===== src/hdl/xy_segment_planner_defines.svh =====
// assertion macros shared by the planner rtl
`ifndef XY_SEGMENT_PLANNER_DEFINES_SVH
`define XY_SEGMENT_PLANNER_DEFINES_SVH

// same-cycle implication, checked on clk with reset masked
`define XYSP_CHECK(lbl, ante, cons, msg) \
    lbl: assert property (@(posedge clk) disable iff (!rst_n) (ante) |-> (cons)) \
        else $error(msg);

// next-cycle implication, checked on clk with reset masked
`define XYSP_CHECK_NEXT(lbl, ante, cons, msg) \
    lbl: assert property (@(posedge clk) disable iff (!rst_n) (ante) |=> (cons)) \
        else $error(msg);

`endif


===== src/hdl/xysp_isqrt.sv =====
// pipelined floor square root, one root bit per stage, with a tag carried along
`default_nettype none

module xysp_isqrt
#(
    parameter int ROOT_W = 25,
    parameter int TAG_W  = 86
)
(
    input  wire logic                   clk,
    input  wire logic                   rst_n,
    input  wire logic                   en,
    input  wire logic                   in_vld,
    input  wire logic [2*ROOT_W-1:0]    radicand,
    input  wire logic [TAG_W-1:0]       in_tag,
    output logic                        out_vld,
    output logic [ROOT_W-1:0]           root,
    output logic [TAG_W-1:0]            out_tag
);

    localparam int RW    = ROOT_W + 2;
    localparam int RAD_W = 2 * ROOT_W;
    localparam int LAST  = ROOT_W - 1;

    // stage inputs: index 0 is the module input, index k is stage k-1's registers
    logic [RW-1:0]      rem_in  [ROOT_W];
    logic [ROOT_W-1:0]  root_in [ROOT_W];
    logic [RAD_W-1:0]   rad_in  [ROOT_W];
    logic [TAG_W-1:0]   tag_in  [ROOT_W];
    logic [ROOT_W-1:0]  vld_in;

    // stage registers
    logic [RW-1:0]      rem_reg  [LAST];
    logic [RAD_W-1:0]   rad_reg  [LAST];
    logic [ROOT_W-1:0]  root_reg [ROOT_W];
    logic [TAG_W-1:0]   tag_reg  [ROOT_W];
    logic               vld_reg  [ROOT_W];

    assign rem_in[0]  = '0;
    assign root_in[0] = '0;
    assign rad_in[0]  = radicand;
    assign tag_in[0]  = in_tag;
    assign vld_in[0]  = in_vld;

    genvar k;
    generate
        for (k = 0; k < ROOT_W; k++)
        begin : g_stage
            logic [RW-1:0]      rem_sh;
            logic [RW-1:0]      trial;
            logic               fits;
            logic [ROOT_W-1:0]  root_next;

            // bring down the next two radicand bits and try the next root bit
            assign rem_sh    = {rem_in[k][RW-3:0], rad_in[k][2*(LAST-k) +: 2]};
            assign trial     = {root_in[k], 2'b01};
            assign fits      = (rem_sh >= trial);
            assign root_next = {root_in[k][ROOT_W-2:0], fits};

            if (k > 0)
            begin : g_link
                assign vld_in[k]  = vld_reg[k-1];
                assign root_in[k] = root_reg[k-1];
                assign tag_in[k]  = tag_reg[k-1];
                assign rem_in[k]  = rem_reg[k-1];
                assign rad_in[k]  = rad_reg[k-1];
            end

            // valid bit
            always_ff @(posedge clk or negedge rst_n)
            begin
                if (!rst_n)
                begin
                    vld_reg[k] <= 1'b0;
                end
                else if (en)
                begin
                    vld_reg[k] <= vld_in[k];
                end
            end

            // root and tag
            always_ff @(posedge clk)
            begin
                if (en)
                begin
                    root_reg[k] <= root_next;
                    tag_reg[k]  <= tag_in[k];
                end
            end

            // remainder and radicand go on only to stages that still need them
            if (k < LAST)
            begin : g_carry
                logic [RW-1:0] rem_next;

                assign rem_next = fits ? (rem_sh - trial) : rem_sh;

                always_ff @(posedge clk)
                begin
                    if (en)
                    begin
                        rem_reg[k] <= rem_next;
                        rad_reg[k] <= rad_in[k];
                    end
                end
            end
        end
    endgenerate

    assign out_vld = vld_reg[LAST];
    assign root    = root_reg[LAST];
    assign out_tag = tag_reg[LAST];

endmodule

`default_nettype wire


===== config.mk =====
export PLATFORM = sky130hd
export DESIGN_NAME = xysp_isqrt
export DESIGN_NICKNAME = d
export VERILOG_FILES = /design/src/hdl/xy_segment_planner_defines.svh /design/src/hdl/xysp_isqrt.sv
export SDC_FILE = /design/constraint.sdc
export NUM_CORES = 2
export LEC_CHECK = 0
export ABC_AREA = 1
export BUFFER_PORTS_ARGS = -buffer_cell sky130_fd_sc_hd__buf_2
export CAP_MARGIN = 20
export CORE_MARGIN = 1.5
export CORE_UTILIZATION = 51
export DETAILED_ROUTE_END_ITERATION = 16
export PLACE_DENSITY = 0.66
export SETUP_SLACK_MARGIN = 0.02
export SYNTH_ARGS = -nofsm -noshare
export SYNTH_HDL_FRONTEND = slang
export SYNTH_MEMORY_MAX_BITS = 65536
export SYNTH_SLANG_ARGS = --single-unit

===== constraint.sdc =====
create_clock -name clk -period 2.5 [get_ports clk]
set_input_delay 0.5 -clock clk [delete_from_list [all_inputs] [get_ports clk]]
set_output_delay 0.5 -clock clk [all_outputs]
set_load 0.01 [all_outputs]

== Yosys cells after proc, flatten, opt, wreduce, memory -nomap -nowiden ==
Memories as Yosys holds them, arrays and structs flattened.
Index checks and enable logic that the tools add are counted.
Storage, ports and cells
  bits in registers: 25
  memory bits (writable): 4623
  output and inout bits: 112
  word-level logic and storage cells: 104
  memories: 4
Memories
  tag_reg: depth 25, width 86, read ports 25, clocked after memory_dff 0, write ports 25, line xysp_isqrt.sv:36  | logic [TAG_W-1:0] tag_reg [ROOT_W];
  rad_reg: depth 24, width 50, read ports 24, clocked after memory_dff 0, write ports 24, line xysp_isqrt.sv:34  | logic [RAD_W-1:0] rad_reg [LAST];
  rem_reg: depth 24, width 27, read ports 24, clocked after memory_dff 0, write ports 24, line xysp_isqrt.sv:33  | logic [RW-1:0] rem_reg [LAST];
  root_reg: depth 25, width 25, read ports 25, clocked after memory_dff 0, write ports 25, line xysp_isqrt.sv:35  | logic [ROOT_W-1:0] root_reg [ROOT_W];
Operators by class
  $add $sub $neg: 24
  $lt $le $gt $ge: 25
  muxes and demuxes: 26
Operator list (count)
  $ge 27x27->1: 24
  $mux 27: 24
  $sub 27x27->27: 23
  $sub 2x1->3 const B: 1
  $ge 2x1->1 const B: 1
  $mux 1: 2

== Logic depth before layout (Yosys ltp) ==
An unclocked memory read counts as a cell.
  depth in word-level cells: 3
  depth in mapped cells: 16

== Worst setup path after synthesis ==
Ideal clock, no wire load.
  kind: reg2reg
  start point: memory rem_reg[0][0] (netlist name)
  end point: memory rem_reg[0][44] (netlist name), data pin
  setup time: 0.270 ns
  arrival: 1.866 ns
  required time: 2.230 ns
  path slack: 0.364 ns
  cell stages (with the launch flop): 10
  path buffers: 2
  period minus slack after synthesis: 2.136 ns
  cells stage by stage: edfxtp_1 -> ha_1 -> a21oi_1 -> nand2_1 -> nor2_1 -> ha_1 -> and2_1 -> clkbuf_1 -> clkbuf_1 -> o21ai_0
RTL lines (line)
  from (decl): xysp_isqrt.sv:33

==> results.md <==
- Status: finished clean
- Critical path data required time: around 3.1 ns
- Syn_nets: 12.2k
- Row cnt: 197
- DP Worst Slack: -0.284 ns
- Setup_tns: 0 ns
- Worst-path clk slew: 0.06 ns
- Final WS setup: 0.0955 ns
- Top Ports: 252
- PortBufs: 251
- Core area: 288000 sq um
- Overall power: 0.152 W
- Max Clock Skew: 0.0864 ns
- Maximum VDD drop: approximately 0.00085 V
- Critical Path End Type: register
- Layout cell share with drive strength beyond 1: 14.2%
- Final min period: 2.40 ns
- Clock buffer depth: 4
- Vias per cell: 4.95
- Total gr overflow: 0
- Crit path largest cell delay: around 0.47 ns
- Die Height: 541 microns
- Crit path top cell by count: nand2_1
- Global-route wire length before repair: 499 mm
- CP max stage cell: edfxtp_1
- DRC viols: 0
- Die area: slightly below 300000 sq um
- Worst EP arrival: 2.99 ns
- Die Wd: 541 microns
- Non-Filler Instances: 17.2k
- Avg WL per Cell: 19.0 microns
- Worst Hold Class: primary input to async pin
- Vias in the first global route: between 80k and 90k
- Gr usage total: 22.1%
- Seq cells post-synth: 3667
- Initial DRC Count: 6105
- Hold_ws: 0.131 ns
- Post-Route WL: 327 mm
- Initial antenna violation count: 6
- HPWL Detailed: about 230 mm
- Final-report hold violation count: 0
- Initial Util: around 50%
- CTS Buf Count: between 300 and 400
- Syn_area_per_cell: 12.6 sq um
- Antenna-violating nets left: 0
- Final-report max-slew violation count: 0
- Top cell type's share of synthesized area: 74.1%
- Routability cong.: ~0.90
- Fin crit share: 96.2%
- Commonest non-fill, non-tap cell in the layout: edfxtp_1
- Max reg flops: 2150
- Power Density: 872 nW/um^2
- Yosys cell types: 58
- Largest net degree at the start of global routing: 110
- DR pass1 iterations: 5
- Yosys warns: 0
- Slew at the pin with the worst max-slew slack: 0.732 ns
- TritonCTS clock tree: done
- Post-synthesis sequential area ratio: ~75%
- Cell Chain, Critical Path: ha_4 -> nand2_1 -> nor2_2 -> nand2_1 -> nor2_2 -> nand2_1 -> and2_4 -> nand3_4 -> inv_4 -> buf_12 -> nand2_1 -> nand2_2
- Startpoint types: register
- RSZ-0062 raised after global routing: yes
- Slew HR: 51.2%
- Synth Instances: roughly 12k
- Crit Path Category: register to register
- Most frequent cells in the layout: edfxtp_1, nand2_1, inv_1, nor2_1, buf_4
- Clock tree sinks: about 3.7k
- Mapped Area: 148000 sq um
- Leading area contributor after synthesis: edfxtp_1
- Area grow syn2layout: 18.0%
- Via count: 84.9k
- Max_cap viols: 0
- Nets: between 10k and 15k
- Synth top area cells: edfxtp_1, nand2_1, inv_1, ha_1, nor2_1
- Dpl cells: 16.3k
- Worst-Skew Late Latency: 0.92 ns
- Root buffer cell: clkbuf_16
- Setup violations, final: 0
- Static Leakage: 71.0 nW
- Peak Freq: around 0.42 GHz
- Crit path max fanout: 14
- H-tree depth: 5
## power by group
group	internal, W	total, W	switching, W
sequential	0.0735	0.0762	0.00275
combinational	0.00742	0.0199	0.0124
clock	0.0324	0.0558	0.0235
total	0.113	0.152	0.0387
## layer usage
metal	track usage [%]	vias to the layer above	routed length [microns]	part of all wire [%]
li1	-	42266	-	-
met1	30.7	40629	148000	45
met3	2.21	467	11400	3.5
met4	6.18	2	8810	2.7
met5	0	-	12	0.0037
met2	37.2	1573	158000	48
## cells in the mapped netlist (all sizes together)
library cell,number
and2,16
o21ai,185
o21bai,17
xor2,145
o21a,1
inv,1724
and3,3
nor2b,1
nor4,2
or2,18
a21oi,341
o31ai,1
nand2,3345
mux2,1
nand3,579
o211ai,3
nand3b,89
edfxtp,3642
ha,351
clkinv,4
nor3b,3
conb,1
a21boi,4
buf,76
nand4,152
clkbuf,6
xnor2,68
o2111ai,2
nor3,79
nor2,816
dfrtp,25
## logic make-up after synthesis
group,synth area share (%)
buffers and inverters,4.81
other,0.00254
DFF,74.5
and+or+nand+nor,14.3
adders and majority gates,2.97
muxes,0.00763
xor gates and xnor gates,1.26
AOI/OAI and AO/OA,2.09
## what timing repair did
item                                    4_1_cts  5_1_grt
endpoints found under the hold margin       170        0
setup buffers                                18       39
resized for setup                            42      183
hold buffers                                140        0
endpoints found under the setup margin       69      324
pin swaps                                     3       12
## critical path, delay by kind of cell (launching register included)
family	cells	cell delay [ns]
buf+inv	2	0.21
fa+ha+maj	1	0.34
simple gates	9	1.08
flops	1	0.47
## per-stage QoR
step / utilization [%] / area (sq um)
after floorplan: - / 148000
after global placement: 55.1 / 159000
after detailed placement: 55.1 / 159000
after CTS: 60.0 / 173000
after global routing: 60.5 / 174000
final: 60.5 / 174000
## layout make-up
class,instances,area [sq um]
multi-input combinational,6223,31700
timing repair buffer,1083,8870
fill,22480,114000
inverter,1728,6510
clock buffer,445,9570
antenna,6,15.0
tap,3781,4730
clock inverter,230,2790
sequential,3667,110000
## final timing paths
path | startpoint | endpoint | slack [ns] | depth (start not counted)
setup reg to reg | rem_reg[2][63] | rem_reg[2][98] | 0.1 | 12
hold reg to reg | rad_reg[1][101] | rad_reg[1][151] | 0.36 | 0
setup / recovery | rem_reg[2][63] | rem_reg[2][98] | 0.1 | 12
max in group asynchronous | rst_n | vld_in[11] | 1.97 | 2
min in group clk | in_tag[50] | tag_reg[0][50] | 0.26 | 2
hold / removal | rst_n | out_vld | 0.13 | 2
Power figures use the tool's default switching activity.
